## src/hdl/ctem_pkg.sv

```systemverilog
// Package for the elliptic cluster-to-track matcher.
// Holds the register map, state and command types; imported by every module.
// No dependencies.
`timescale 1ns / 1ps

package ctem_pkg;

    // Configuration port
    localparam int ADDR_W = 4;
    localparam int DATA_W = 32;

    // Elliptic distance is kept modulo 2^ELL_W
    localparam int ELL_W = 22;

    localparam int WEIGHT_W = 8;
    localparam int PTMIN_W  = 16;

    localparam logic [WEIGHT_W-1:0] WEIGHT_RST = 8'd87;
    localparam logic [ELL_W-1:0]    RADIUS_RST = 22'd256;
    localparam logic [PTMIN_W-1:0]  PTMIN_RST  = 16'd40;

    typedef enum logic [1:0] {
        REG_ETA_WEIGHT = 2'd0,
        REG_RADIUS     = 2'd1,
        REG_PT_MIN     = 2'd2
    } ctem_reg_e;

    typedef enum logic [0:0] {
        OP_LOAD  = 1'b0,
        OP_MATCH = 1'b1
    } ctem_op_e;

    typedef enum logic [1:0] {
        ST_IDLE,
        ST_SCAN,
        ST_DRAIN,
        ST_FINISH
    } ctem_state_t;

    typedef struct packed {
        logic [WEIGHT_W-1:0] weight;
        logic [ELL_W-1:0]    radius;
        logic [PTMIN_W-1:0]  pt_min;
    } ctem_cfg_t;

    // Controller to datapath commands
    typedef struct packed {
        logic load;     // write the input track into its slot
        logic start;    // latch the cluster and clear the best match
        logic issue;    // send one stored track down the pipeline
        logic capture;  // move the best match into the output register
    } ctem_cmd_t;

endpackage

```

## src/hdl/ctem_if.sv

```systemverilog
// Valid/ready channel interfaces for the matcher's input and result streams.
// Coordinate and pt widths follow COORD_BITS and PT_BITS; no package dependency.
`timescale 1ns / 1ps

interface ctem_in_if #(
    parameter int COORD_BITS = 10,
    parameter int PT_BITS    = 16
);
    logic                         valid;
    logic                         ready;
    logic                         operation;
    logic [3:0]                   track_slot;
    logic signed [COORD_BITS-1:0] obj_eta;
    logic signed [COORD_BITS-1:0] obj_phi;
    logic [PT_BITS-1:0]           obj_pt;
    logic signed [COORD_BITS-1:0] obj_z0;

    modport source (
        output valid, operation, track_slot, obj_eta, obj_phi, obj_pt, obj_z0,
        input  ready
    );
    modport sink (
        input  valid, operation, track_slot, obj_eta, obj_phi, obj_pt, obj_z0,
        output ready
    );
endinterface

interface ctem_out_if #(
    parameter int COORD_BITS = 10,
    parameter int PT_BITS    = 16
);
    logic                         valid;
    logic                         ready;
    logic                         matched;
    logic [3:0]                   track_index;
    logic [PT_BITS-1:0]           pt_difference;
    logic signed [COORD_BITS-1:0] track_z0;

    modport source (
        output valid, matched, track_index, pt_difference, track_z0,
        input  ready
    );
    modport sink (
        input  valid, matched, track_index, pt_difference, track_z0,
        output ready
    );
endinterface

```

## src/hdl/ctem_regs.sv

```systemverilog
// APB-style configuration registers: eta weight, ellipse radius, track pt minimum.
// Depends on ctem_pkg.
`timescale 1ns / 1ps

module ctem_regs
    import ctem_pkg::*;
(
    input  logic              clk,
    input  logic              rst_n,
    input  logic              psel,
    input  logic              penable,
    input  logic              pwrite,
    input  logic [ADDR_W-1:0] paddr,
    input  logic [DATA_W-1:0] pwdata,
    output logic [DATA_W-1:0] prdata,
    output logic              pready,
    output ctem_cfg_t         cfg
);

    logic [WEIGHT_W-1:0] weight_reg;
    logic [ELL_W-1:0]    radius_reg;
    logic [PTMIN_W-1:0]  pt_min_reg;
    logic                wr_en;

    assign pready = 1'b1;
    assign wr_en  = psel && penable && pwrite;

    always_ff @(posedge clk or negedge rst_n)
    begin
        if (!rst_n)
        begin
            weight_reg <= WEIGHT_RST;
            radius_reg <= RADIUS_RST;
            pt_min_reg <= PTMIN_RST;
        end
        else if (wr_en)
        begin
            case (paddr[3:2])
                REG_ETA_WEIGHT: weight_reg <= pwdata[WEIGHT_W-1:0];
                REG_RADIUS:     radius_reg <= pwdata[ELL_W-1:0];
                REG_PT_MIN:     pt_min_reg <= pwdata[PTMIN_W-1:0];
                default:        ;  // unmapped address, drop the write
            endcase
        end
    end

    always_comb
    begin
        case (paddr[3:2])
            REG_ETA_WEIGHT: prdata = DATA_W'(weight_reg);
            REG_RADIUS:     prdata = DATA_W'(radius_reg);
            REG_PT_MIN:     prdata = DATA_W'(pt_min_reg);
            default:        prdata = '0;
        endcase
    end

    assign cfg.weight = weight_reg;
    assign cfg.radius = radius_reg;
    assign cfg.pt_min = pt_min_reg;

endmodule

```

## src/hdl/ctem_ctrl.sv

```systemverilog
// Controller for the matcher: accepts transactions, sequences the track scan,
// waits for the pipeline to drain and owns the result valid flag. Depends on ctem_pkg.
`timescale 1ns / 1ps

module ctem_ctrl
    import ctem_pkg::*;
#(
    parameter int TRACKS = 16,
    parameter int IW     = 4
) (
    input  logic          clk,
    input  logic          rst_n,
    input  logic          in_valid,
    input  logic          in_operation,
    output logic          in_ready,
    output logic          out_valid,
    input  logic          out_ready,
    input  logic          pipe_busy,
    output ctem_cmd_t     cmd,
    output logic [IW-1:0] scan_idx
);

    localparam logic [IW-1:0] LAST_IDX = IW'(TRACKS - 1);

    ctem_state_t   state_reg, state_next;
    logic [IW-1:0] idx_reg, idx_next;
    logic          out_valid_reg, out_valid_next;

    always_ff @(posedge clk or negedge rst_n)
    begin
        if (!rst_n)
        begin
            state_reg     <= ST_IDLE;
            idx_reg       <= '0;
            out_valid_reg <= 1'b0;
        end
        else
        begin
            state_reg     <= state_next;
            idx_reg       <= idx_next;
            out_valid_reg <= out_valid_next;
        end
    end

    always_comb
    begin
        state_next  = state_reg;
        idx_next    = idx_reg;
        cmd         = '0;
        in_ready    = 1'b0;

        case (state_reg)
            ST_IDLE:
            begin
                in_ready = 1'b1;
                idx_next = '0;
                if (in_valid)
                begin
                    if (in_operation == OP_MATCH)
                    begin
                        cmd.start  = 1'b1;
                        state_next = ST_SCAN;
                    end
                    else
                    begin
                        cmd.load = 1'b1;
                    end
                end
            end
            ST_SCAN:
            begin
                cmd.issue = 1'b1;
                if (idx_reg == LAST_IDX)
                begin
                    state_next = ST_DRAIN;
                end
                else
                begin
                    idx_next = idx_reg + 1'b1;
                end
            end
            ST_DRAIN:
            begin
                if (!pipe_busy)
                begin
                    state_next = ST_FINISH;
                end
            end
            ST_FINISH:
            begin
                // hold the result until the output register is free
                if (!out_valid_reg || out_ready)
                begin
                    cmd.capture = 1'b1;
                    state_next  = ST_IDLE;
                end
            end
            default:
            begin
                state_next = ST_IDLE;
            end
        endcase

        if (cmd.capture)
        begin
            out_valid_next = 1'b1;
        end
        else if (out_ready)
        begin
            out_valid_next = 1'b0;
        end
        else
        begin
            out_valid_next = out_valid_reg;
        end
    end

    assign scan_idx  = idx_reg;
    assign out_valid = out_valid_reg;

endmodule

```

## src/hdl/ctem_datapath.sv

```systemverilog
// Datapath for the matcher: track store, cluster latch, four-stage distance
// pipeline, best-match tracker and result register. Depends on ctem_pkg.
`timescale 1ns / 1ps

module ctem_datapath
    import ctem_pkg::*;
#(
    parameter int TRACKS     = 16,
    parameter int COORD_BITS = 10,
    parameter int PT_BITS    = 16,
    parameter int IW         = 4
) (
    input  logic                         clk,
    input  logic                         rst_n,
    input  ctem_cmd_t                    cmd,
    input  logic [IW-1:0]                scan_idx,
    input  ctem_cfg_t                    cfg,
    input  logic [3:0]                   in_slot,
    input  logic signed [COORD_BITS-1:0] in_eta,
    input  logic signed [COORD_BITS-1:0] in_phi,
    input  logic [PT_BITS-1:0]           in_pt,
    input  logic signed [COORD_BITS-1:0] in_z0,
    output logic                         pipe_busy,
    output logic                         res_matched,
    output logic [3:0]                   res_index,
    output logic [PT_BITS-1:0]           res_pt_diff,
    output logic signed [COORD_BITS-1:0] res_z0
);

    // At most sixteen slots are loadable; scan positions above them read as empty
    localparam int SLOTS = (TRACKS < 16) ? TRACKS : 16;
    localparam int SW    = (SLOTS > 1) ? $clog2(SLOTS) : 1;
    localparam int DW    = COORD_BITS + 1;
    localparam int SQ    = 2 * DW;
    localparam int PRODW = SQ + WEIGHT_W;
    localparam int SUMW  = PRODW + 1;
    localparam int PMW   = (PT_BITS > PTMIN_W) ? PT_BITS : PTMIN_W;
    localparam logic [PT_BITS-1:0] NO_MATCH = '1;

    // Track store
    logic signed [COORD_BITS-1:0] st_eta_reg [SLOTS];
    logic signed [COORD_BITS-1:0] st_phi_reg [SLOTS];
    logic [PT_BITS-1:0]           st_pt_reg  [SLOTS];
    logic signed [COORD_BITS-1:0] st_z0_reg  [SLOTS];

    logic                         wr_ok;
    logic [SW-1:0]                wr_idx;

    assign wr_ok  = ({1'b0, in_slot} < 5'(SLOTS));
    assign wr_idx = in_slot[SW-1:0];

    always_ff @(posedge clk or negedge rst_n)
    begin
        if (!rst_n)
        begin
            for (int i = 0; i < SLOTS; i++)
            begin
                st_eta_reg[i] <= '0;
                st_phi_reg[i] <= '0;
                st_pt_reg[i]  <= '0;
                st_z0_reg[i]  <= '0;
            end
        end
        else if (cmd.load && wr_ok)
        begin
            st_eta_reg[wr_idx] <= in_eta;
            st_phi_reg[wr_idx] <= in_phi;
            st_pt_reg[wr_idx]  <= in_pt;
            st_z0_reg[wr_idx]  <= in_z0;
        end
    end

    // Cluster latch
    logic signed [COORD_BITS-1:0] clu_eta_reg;
    logic signed [COORD_BITS-1:0] clu_phi_reg;
    logic [PT_BITS-1:0]           clu_pt_reg;

    always_ff @(posedge clk)
    begin
        if (cmd.start)
        begin
            clu_eta_reg <= in_eta;
            clu_phi_reg <= in_phi;
            clu_pt_reg  <= in_pt;
        end
    end

    // Stage A: read one track, differences and pt qualification
    logic                         in_range;
    logic [SW-1:0]                rd_idx;
    logic signed [COORD_BITS-1:0] rd_eta, rd_phi, rd_z0;
    logic [PT_BITS-1:0]           rd_pt;

    assign in_range = ((IW+1)'(scan_idx) < (IW+1)'(SLOTS));
    assign rd_idx   = scan_idx[SW-1:0];
    assign rd_eta   = in_range ? st_eta_reg[rd_idx] : '0;
    assign rd_phi   = in_range ? st_phi_reg[rd_idx] : '0;
    assign rd_pt    = in_range ? st_pt_reg[rd_idx]  : '0;
    assign rd_z0    = in_range ? st_z0_reg[rd_idx]  : '0;

    logic                         a_vld_reg;
    logic [IW-1:0]                a_idx_reg;
    logic signed [COORD_BITS-1:0] a_z0_reg;
    logic signed [DW-1:0]         a_deta_reg, a_dphi_reg;
    logic [PT_BITS-1:0]           a_ptd_reg;
    logic                         a_qual_reg;

    always_ff @(posedge clk)
    begin
        a_idx_reg  <= scan_idx;
        a_z0_reg   <= rd_z0;
        a_deta_reg <= DW'(clu_eta_reg) - DW'(rd_eta);
        a_dphi_reg <= DW'(clu_phi_reg) - DW'(rd_phi);
        a_ptd_reg  <= (clu_pt_reg >= rd_pt) ? clu_pt_reg - rd_pt : rd_pt - clu_pt_reg;
        a_qual_reg <= (PMW'(rd_pt) >= PMW'(cfg.pt_min)) && (clu_pt_reg != '0);
    end

    // Stage B: squares
    logic signed [SQ-1:0]         de2_s, dp2_s;
    logic                         b_vld_reg;
    logic [IW-1:0]                b_idx_reg;
    logic signed [COORD_BITS-1:0] b_z0_reg;
    logic [SQ-1:0]                b_de2_reg, b_dp2_reg;
    logic [PT_BITS-1:0]           b_ptd_reg;
    logic                         b_qual_reg;

    assign de2_s = a_deta_reg * a_deta_reg;
    assign dp2_s = a_dphi_reg * a_dphi_reg;

    always_ff @(posedge clk)
    begin
        b_idx_reg  <= a_idx_reg;
        b_z0_reg   <= a_z0_reg;
        b_de2_reg  <= $unsigned(de2_s);
        b_dp2_reg  <= $unsigned(dp2_s);
        b_ptd_reg  <= a_ptd_reg;
        b_qual_reg <= a_qual_reg;
    end

    // Stage C: eta weighting
    logic                         c_vld_reg;
    logic [IW-1:0]                c_idx_reg;
    logic signed [COORD_BITS-1:0] c_z0_reg;
    logic [PRODW-1:0]             c_prod_reg;
    logic [SQ-1:0]                c_dp2_reg;
    logic [PT_BITS-1:0]           c_ptd_reg;
    logic                         c_qual_reg;

    always_ff @(posedge clk)
    begin
        c_idx_reg  <= b_idx_reg;
        c_z0_reg   <= b_z0_reg;
        c_prod_reg <= PRODW'(b_de2_reg) * PRODW'(cfg.weight);
        c_dp2_reg  <= b_dp2_reg;
        c_ptd_reg  <= b_ptd_reg;
        c_qual_reg <= b_qual_reg;
    end

    // Stage D: elliptic distance, radius test, candidate value
    logic [SUMW-1:0]              ell_sum;
    logic [ELL_W-1:0]             ell;
    logic                         d_vld_reg;
    logic [IW-1:0]                d_idx_reg;
    logic signed [COORD_BITS-1:0] d_z0_reg;
    logic [PT_BITS-1:0]           d_val_reg;

    assign ell_sum = SUMW'(c_dp2_reg) + SUMW'(c_prod_reg >> 2);
    assign ell     = ell_sum[ELL_W-1:0];

    always_ff @(posedge clk)
    begin
        d_idx_reg <= c_idx_reg;
        d_z0_reg  <= c_z0_reg;
        d_val_reg <= (c_qual_reg && (ell <= cfg.radius)) ? c_ptd_reg : NO_MATCH;
    end

    always_ff @(posedge clk or negedge rst_n)
    begin
        if (!rst_n)
        begin
            a_vld_reg <= 1'b0;
            b_vld_reg <= 1'b0;
            c_vld_reg <= 1'b0;
            d_vld_reg <= 1'b0;
        end
        else
        begin
            a_vld_reg <= cmd.issue;
            b_vld_reg <= a_vld_reg;
            c_vld_reg <= b_vld_reg;
            d_vld_reg <= c_vld_reg;
        end
    end

    assign pipe_busy = a_vld_reg || b_vld_reg || c_vld_reg || d_vld_reg;

    // Best match: strict compare keeps the lowest slot on ties
    logic [PT_BITS-1:0]           best_val_reg;
    logic [IW-1:0]                best_idx_reg;
    logic signed [COORD_BITS-1:0] best_z0_reg;

    always_ff @(posedge clk)
    begin
        if (cmd.start)
        begin
            best_val_reg <= NO_MATCH;
            best_idx_reg <= '0;
            best_z0_reg  <= '0;
        end
        else if (d_vld_reg && (d_val_reg < best_val_reg))
        begin
            best_val_reg <= d_val_reg;
            best_idx_reg <= d_idx_reg;
            best_z0_reg  <= d_z0_reg;
        end
    end

    // Result register
    logic                         res_matched_reg;
    logic [3:0]                   res_index_reg;
    logic [PT_BITS-1:0]           res_pt_diff_reg;
    logic signed [COORD_BITS-1:0] res_z0_reg;

    always_ff @(posedge clk)
    begin
        if (cmd.capture)
        begin
            res_matched_reg <= (best_val_reg != NO_MATCH);
            res_index_reg   <= 4'(best_idx_reg);
            res_pt_diff_reg <= best_val_reg;
            res_z0_reg      <= best_z0_reg;
        end
    end

    assign res_matched = res_matched_reg;
    assign res_index   = res_index_reg;
    assign res_pt_diff = res_pt_diff_reg;
    assign res_z0      = res_z0_reg;

endmodule

```

## src/hdl/calo_track_elliptic_match.sv

```systemverilog
// Elliptic cluster-to-track matcher, top level.
// Depends on ctem_pkg, ctem_if, ctem_regs, ctem_ctrl and ctem_datapath.
//
// Usage:
//   in_ch carries one transaction per item. operation = load writes the track
//   (eta, phi, pt, z0) into track_slot and gives no result; slots at or beyond
//   TRACKS are ignored. operation = match scans every stored track for the
//   cluster in obj_eta/obj_phi/obj_pt and gives one result on res_ch.
//   A load leaves the controller idle, so loads go back to back.
//   A match examines one stored track per cycle through a four-stage distance
//   pipeline (difference, square, eta weighting, radius test); the controller
//   then waits for the pipeline to drain, captures the result into the output
//   register and only then returns to idle to take the next item.
//   The result sits in an output register; loads are still accepted while it
//   waits. If the receiver stalls, a finished match holds in the controller
//   until the output register is free, and in_ch stays not ready meanwhile.
//   Configuration must be written over the APB-style port while the block is idle
//   (the block does not enforce this): eta weight at 0x0, ellipse radius at 0x4, track pt minimum at 0x8.
//   Reset clears the track store to zero, restores register defaults and
//   empties the pipeline and output register.
`timescale 1ns / 1ps

module calo_track_elliptic_match
    import ctem_pkg::*;
#(
    parameter int TRACKS     = 16,
    parameter int COORD_BITS = 10,
    parameter int PT_BITS    = 16
) (
    input  logic              clk,
    input  logic              rst_n,
    ctem_in_if.sink           in_ch,
    ctem_out_if.source        res_ch,
    input  logic              psel,
    input  logic              penable,
    input  logic              pwrite,
    input  logic [ADDR_W-1:0] paddr,
    input  logic [DATA_W-1:0] pwdata,
    output logic [DATA_W-1:0] prdata,
    output logic              pready
);

    localparam int IW = (TRACKS > 1) ? $clog2(TRACKS) : 1;

    ctem_cfg_t     cfg;
    ctem_cmd_t     cmd;
    logic [IW-1:0] scan_idx;
    logic          pipe_busy;

    ctem_regs u_regs (
        .clk     (clk),
        .rst_n   (rst_n),
        .psel    (psel),
        .penable (penable),
        .pwrite  (pwrite),
        .paddr   (paddr),
        .pwdata  (pwdata),
        .prdata  (prdata),
        .pready  (pready),
        .cfg     (cfg)
    );

    ctem_ctrl #(
        .TRACKS (TRACKS),
        .IW     (IW)
    ) u_ctrl (
        .clk          (clk),
        .rst_n        (rst_n),
        .in_valid     (in_ch.valid),
        .in_operation (in_ch.operation),
        .in_ready     (in_ch.ready),
        .out_valid    (res_ch.valid),
        .out_ready    (res_ch.ready),
        .pipe_busy    (pipe_busy),
        .cmd          (cmd),
        .scan_idx     (scan_idx)
    );

    ctem_datapath #(
        .TRACKS     (TRACKS),
        .COORD_BITS (COORD_BITS),
        .PT_BITS    (PT_BITS),
        .IW         (IW)
    ) u_datapath (
        .clk         (clk),
        .rst_n       (rst_n),
        .cmd         (cmd),
        .scan_idx    (scan_idx),
        .cfg         (cfg),
        .in_slot     (in_ch.track_slot),
        .in_eta      (in_ch.obj_eta),
        .in_phi      (in_ch.obj_phi),
        .in_pt       (in_ch.obj_pt),
        .in_z0       (in_ch.obj_z0),
        .pipe_busy   (pipe_busy),
        .res_matched (res_ch.matched),
        .res_index   (res_ch.track_index),
        .res_pt_diff (res_ch.pt_difference),
        .res_z0      (res_ch.track_z0)
    );

endmodule

```

## src/flat_wrapper.sv

```systemverilog
// flat-port wrapper written by rule: the top's interface ports become plain ports
module calo_track_elliptic_match_flat import ctem_pkg::*;
#(
    parameter int TRACKS     = 16,
    parameter int COORD_BITS = 10,
    parameter int PT_BITS    = 16
)
  (clk, rst_n, psel, penable, pwrite, paddr, pwdata, prdata, pready, in_ch_valid, in_ch_operation, in_ch_track_slot, in_ch_obj_eta, in_ch_obj_phi, in_ch_obj_pt, in_ch_obj_z0, in_ch_ready, res_ch_valid, res_ch_matched, res_ch_track_index, res_ch_pt_difference, res_ch_track_z0, res_ch_ready);
  ctem_in_if #(.COORD_BITS(COORD_BITS), .PT_BITS(PT_BITS)) in_ch_i ();
  ctem_out_if #(.COORD_BITS(COORD_BITS), .PT_BITS(PT_BITS)) res_ch_i ();
  input  logic clk;
  input  logic rst_n;
  input  logic psel;
  input  logic penable;
  input  logic pwrite;
  input  logic [ADDR_W-1:0] paddr;
  input  logic [DATA_W-1:0] pwdata;
  output logic [DATA_W-1:0] prdata;
  output logic pready;
  input wire logic [$bits(in_ch_i.valid)-1:0] in_ch_valid;
  input wire logic [$bits(in_ch_i.operation)-1:0] in_ch_operation;
  input wire logic [$bits(in_ch_i.track_slot)-1:0] in_ch_track_slot;
  input wire logic [$bits(in_ch_i.obj_eta)-1:0] in_ch_obj_eta;
  input wire logic [$bits(in_ch_i.obj_phi)-1:0] in_ch_obj_phi;
  input wire logic [$bits(in_ch_i.obj_pt)-1:0] in_ch_obj_pt;
  input wire logic [$bits(in_ch_i.obj_z0)-1:0] in_ch_obj_z0;
  output wire logic [$bits(in_ch_i.ready)-1:0] in_ch_ready;
  output wire logic [$bits(res_ch_i.valid)-1:0] res_ch_valid;
  output wire logic [$bits(res_ch_i.matched)-1:0] res_ch_matched;
  output wire logic [$bits(res_ch_i.track_index)-1:0] res_ch_track_index;
  output wire logic [$bits(res_ch_i.pt_difference)-1:0] res_ch_pt_difference;
  output wire logic [$bits(res_ch_i.track_z0)-1:0] res_ch_track_z0;
  input wire logic [$bits(res_ch_i.ready)-1:0] res_ch_ready;
  assign in_ch_i.valid = in_ch_valid;
  assign in_ch_i.operation = in_ch_operation;
  assign in_ch_i.track_slot = in_ch_track_slot;
  assign in_ch_i.obj_eta = in_ch_obj_eta;
  assign in_ch_i.obj_phi = in_ch_obj_phi;
  assign in_ch_i.obj_pt = in_ch_obj_pt;
  assign in_ch_i.obj_z0 = in_ch_obj_z0;
  assign in_ch_ready = in_ch_i.ready;
  assign res_ch_valid = res_ch_i.valid;
  assign res_ch_matched = res_ch_i.matched;
  assign res_ch_track_index = res_ch_i.track_index;
  assign res_ch_pt_difference = res_ch_i.pt_difference;
  assign res_ch_track_z0 = res_ch_i.track_z0;
  assign res_ch_i.ready = res_ch_ready;
  calo_track_elliptic_match #(.TRACKS(TRACKS), .COORD_BITS(COORD_BITS), .PT_BITS(PT_BITS)) u_core (.clk(clk), .rst_n(rst_n), .in_ch(in_ch_i), .res_ch(res_ch_i), .psel(psel), .penable(penable), .pwrite(pwrite), .paddr(paddr), .pwdata(pwdata), .prdata(prdata), .pready(pready));
endmodule
```

## config.mk

```make
export PLATFORM = sky130hd
export DESIGN_NAME = calo_track_elliptic_match_flat
export DESIGN_NICKNAME = d
export VERILOG_FILES = /design/src/hdl/ctem_pkg.sv /design/src/hdl/ctem_if.sv /design/src/hdl/ctem_regs.sv /design/src/hdl/ctem_ctrl.sv /design/src/hdl/ctem_datapath.sv /design/src/hdl/calo_track_elliptic_match.sv /design/src/flat_wrapper.sv
export SDC_FILE = /design/constraint.sdc
export NUM_CORES = 2
export LEC_CHECK = 0
export BUFFER_PORTS_ARGS = -buffer_cell sky130_fd_sc_hd__buf_2
export CAP_MARGIN = 20
export CORE_MARGIN = 2
export CORE_UTILIZATION = 50
export CTS_BUF_LIST = sky130_fd_sc_hd__clkbuf_4 sky130_fd_sc_hd__clkbuf_8 sky130_fd_sc_hd__clkbuf_16
export CTS_CLUSTER_DIAMETER = 50
export DETAILED_ROUTE_END_ITERATION = 12
export GPL_TIMING_DRIVEN = 0
export PLACE_DENSITY_LB_ADDON = 0.25
export SKIP_CTS_REPAIR_TIMING = 1
export SYNTH_ARGS = -nofsm -noshare
export SYNTH_HDL_FRONTEND = slang
export SYNTH_SLANG_ARGS = --single-unit
```

## constraint.sdc

```tcl
create_clock -name clk -period 8 [get_ports clk]
set_clock_uncertainty 0.2 [all_clocks]
set_input_delay 0 -clock clk [delete_from_list [all_inputs] [get_ports clk]]
set_output_delay 0 -clock clk [all_outputs]
set_load 0.01 [all_outputs]
```

==> results_dict.tcl <==
set metrics [dict create \
    r2r_setup_slack_ns 1.69 \
    reg2reg_depth 19 \
    outcome "finished with violations" \
    ys_seq_area_frac 0.449 \
    synth_ff_type "dfrtp_1" \
    htree_levels 4 \
    drcViolationCount 0 \
    ant_nets 0 \
    placementRows 127 \
    synth_top_area_frac 0.326 \
    critPathSlowestCell "fa_1" \
    ys_ff_latch 1120 \
    violations "hold timing" \
    cp.arrival_ns 6.72 \
    die_x_um 351 \
    layout_min_cycle_time_ns 6.31 \
    hp-start "in_ch_obj_eta[8]" \
    holdPathEnd "u_core.u_datapath.st_eta_reg[158]" \
    rsz0062_at_grt "false" \
    cp_cell_sequence "clkbuf_1 > inv_1 > nor2_1 > fa_1 > fa_1 > fa_1 > fa_1 > inv_1 > fa_1 > inv_1 > ha_1 > a21oi_1 > o21ai_1 > a2111o_1 > a21oi_2 > nor2_1 > a2111oi_4 > a21oi_2 > xnor2_1" \
    met1_usage 0.346 \
    use_met2 0.394 \
    via_count 37600 \
    stdcell_count 6852 \
    period_share 0.789 \
    worst_r2r_startpoint "u_core.u_datapath.a_dphi_reg[4]" \
    drive_gt1_frac 0.280 \
    reg2reg_to "u_core.u_datapath.b_dp2_reg[21]" \
    die_y_um 351 \
    dp.cells 6423 \
    drv_slew 0 \
    setup.worst_path.class "reg2reg" \
    cts_tree "built" \
    grt_pass1_vias 38500 \
    crit_required_ns 8.41 \
    grt_max_degree 122 \
    largest_reg_flops 256 \
    timing.final.ws_setup_ns 1.69 \
    synth_edf_count 67 \
    holdPathStages 3 \
    holdWs_ns -0.0274 \
    routed_via_density 5.48 \
    numCtsBuffers 133 \
    cts_root_buf "clkbuf_16" \
    cp_top_family "adder cells" \
    grt.busiest_layer "met2" \
    grt-ovfl-total 0 \
    synth_area_leader_cell "dfrtp_1" \
    worstMarginPinSlew_ns 1.20 \
    dr.pass1.iters 5 \
    clk_pin_slew_worst_paths_ns 0.06 \
    synth.area.top_cells "dfrtp_1 33%, mux2_2 13%, fa_1 10%" \
    path_max_fanout 10 \
    grt_pass1_wl_um 230000 \
    routabilityCongestion 0.893 \
    dieArea_um2 123000 \
    wirelength_um 151000 \
    clk_path_buf_depth 3 \
    yosysWarnings 0 \
    path_common_cell "fa_1" \
    cp_num_buf_inv 4 \
    initial_utilization 0.504 \
    max_stage_delay_ns 0.50 \
    final_hold_viol_count 26 \
    grt_usage 0.246 \
    cts_sinks 1120 \
    grt_util_met3 0.0435 \
    end_kind "flop" \
    synthesis.instances 4646 \
    slew-limit-headroom 0.199 \
    setup_viol 0 \
    syn_area_per_cell_um2 13.0 \
    cap_viol_max_count 0 \
    fmax_mhz 158 \
    io_buffers 134 \
    worstSkewPairLatency_ns 0.75 \
    pre_cts_ws_ns 1.71 \
    drt-initial-drc-count 2469 \
    ys_types 78 \
    wl_per_cell_um 22.0 \
    antenna_found_initial 8 \
    synthToLayoutAreaGrowth_pct 16.1 \
    nets 5786 \
    worst_setup_path_start_kind "flop" \
    hpwl_um 108000 \
    syn_area_um2 60300 \
    core_um2 120000 \
    synth-async-reset-ratio 0.708 \
    ios 160 \
    worstHoldPathType "in2reg" \
]
## cell type report
cell class	count	area (um^2)
multi-input combinational	2789	30400
clock inverter	62	843
sequential	1120	27100
fill	9638	49800
inverter	490	1840
timing repair buffer	336	2930
clock buffer	184	3840
antenna	3	7.51
tap	1612	2020
buffer	256	1100
## kinds of logic (layout without fill, tap and decap cells)
| group | Yosys count | count (layout) | share of synthesized area |
|---|---|---|---|
| AOI/OAI and AO/OA | 404 | 404 | 0.0419 |
| xor gates and xnor gates | 133 | 133 | 0.0193 |
| adders and majority gates | 566 | 566 | 0.156 |
| buffers and inverters | 746 | 1328 | 0.0486 |
| DFF | 1120 | 1120 | 0.449 |
| muxes | 1001 | 1001 | 0.229 |
| other | 2 | 14 | 0.000124 |
| and+or+nand+nor | 674 | 674 | 0.0563 |
## worst max-delay path by stage
stage | start | end | cells past startpoint | slack, ns
finish | u_core.u_datapath.a_dphi_reg[4] | u_core.u_datapath.b_dp2_reg[21] | 19 | 1.69
floorplan | u_core.u_datapath.a_dphi_reg[4] | u_core.u_datapath.b_dp2_reg[21] | 19 | 2.33
CTS | u_core.u_datapath.a_dphi_reg[4] | u_core.u_datapath.b_dp2_reg[21] | 19 | 1.69
detailed placement | u_core.u_datapath.a_dphi_reg[4] | u_core.u_datapath.b_dp2_reg[21] | 19 | 1.71
global route | u_core.u_datapath.a_dphi_reg[4] | u_core.u_datapath.b_dp2_reg[21] | 19 | 1.35
global placement | rst_n | u_core.u_datapath.st_phi_reg[107] | 1 | -10.52
## layout by cell type (no fill, tap or decap), drive strengths merged, types with 7 or more instances in the layout
| cell type | instances |
|---|---|
| dfrtp | 785 |
| o21a | 17 |
| bufinv | 8 |
| dfstp | 8 |
| nor3 | 22 |
| xor2 | 39 |
| a31oi | 12 |
| edfxtp | 67 |
| buf | 241 |
| ha | 258 |
| mux2i | 20 |
| conb | 11 |
| a21oi | 112 |
| nor2 | 86 |
| and3 | 8 |
| fa | 308 |
| nand4 | 18 |
| and2 | 135 |
| nor4 | 9 |
| nand2 | 222 |
| o21ai | 138 |
| clkbuf | 359 |
| xnor2 | 94 |
| a21o | 45 |
| mux4 | 230 |
| nor2b | 45 |
| nand2b | 40 |
| dfxtp | 260 |
| nand3 | 67 |
| dlygate4sd3 | 176 |
| mux2 | 751 |
| a211oi | 7 |
| a22o | 8 |
| o21bai | 13 |
| clkinv | 32 |
| inv | 508 |
## routing by layer
layer / share of wire / routed length [um]
met4: 0.024 / 3650
met5: 0.00025 / 37
met2: 0.48 / 72100
met3: 0.049 / 7370
met1: 0.45 / 67500
## cells in the mapped netlist, drive strengths merged, types with 5 or more instances
library cell	n
nor4	9
a22o	8
xor2	39
fa	308
nor3	22
mux2i	20
a31oi	12
nor2b	45
a21oi	112
a21boi	6
or2	5
nand3	67
and3	8
dfstp	8
clkbuf	175
o21bai	13
o31ai	5
a21o	45
edfxtp	67
and2	135
buf	81
xnor2	94
nand4	18
nor2	86
dfxtp	260
nand2b	40
ha	258
mux2	751
a221oi	5
or3	6
nand2	222
dfrtp	785
a2111oi	6
o21ai	138
o211ai	5
mux4	230
a211oi	7
inv	489
o21a	17
## worst reg2reg max path: stages, from the launching register on
cell and delay [ns]:
dfxtp_1 0.41, clkbuf_1 0.41, inv_1 0.20, nor2_1 0.28, fa_1 0.46, fa_1 0.49, fa_1 0.50, fa_1 0.49
inv_1 0.05, fa_1 0.47, inv_1 0.04, ha_1 0.31, a21oi_1 0.36, o21ai_1 0.16, a2111o_1 0.45, a21oi_2 0.18
nor2_1 0.09, a2111oi_4 0.40, a21oi_2 0.10, xnor2_1 0.13
## stage by stage
| step | hold slack (ns) | TNS (ns) | cell area (um^2) | util |
|---|---|---|---|---|
| floorplan | -0.496 | 0 | 60400 | - |
| CTS | -0.988 | 0 | 68200 | 0.569 |
| finish | -0.0274 | 0 | 70000 | 0.584 |
| detailed placement | -0.173 | 0 | 63500 | 0.530 |
| global placement | 0.0127 | -8226.63 | 63100 | 0.526 |
| global route | -0.00696 | 0 | 70000 | 0.584 |
Power is not shown: default switching activity piles up to over one toggle a cycle in this logic, so the estimate is an artifact.
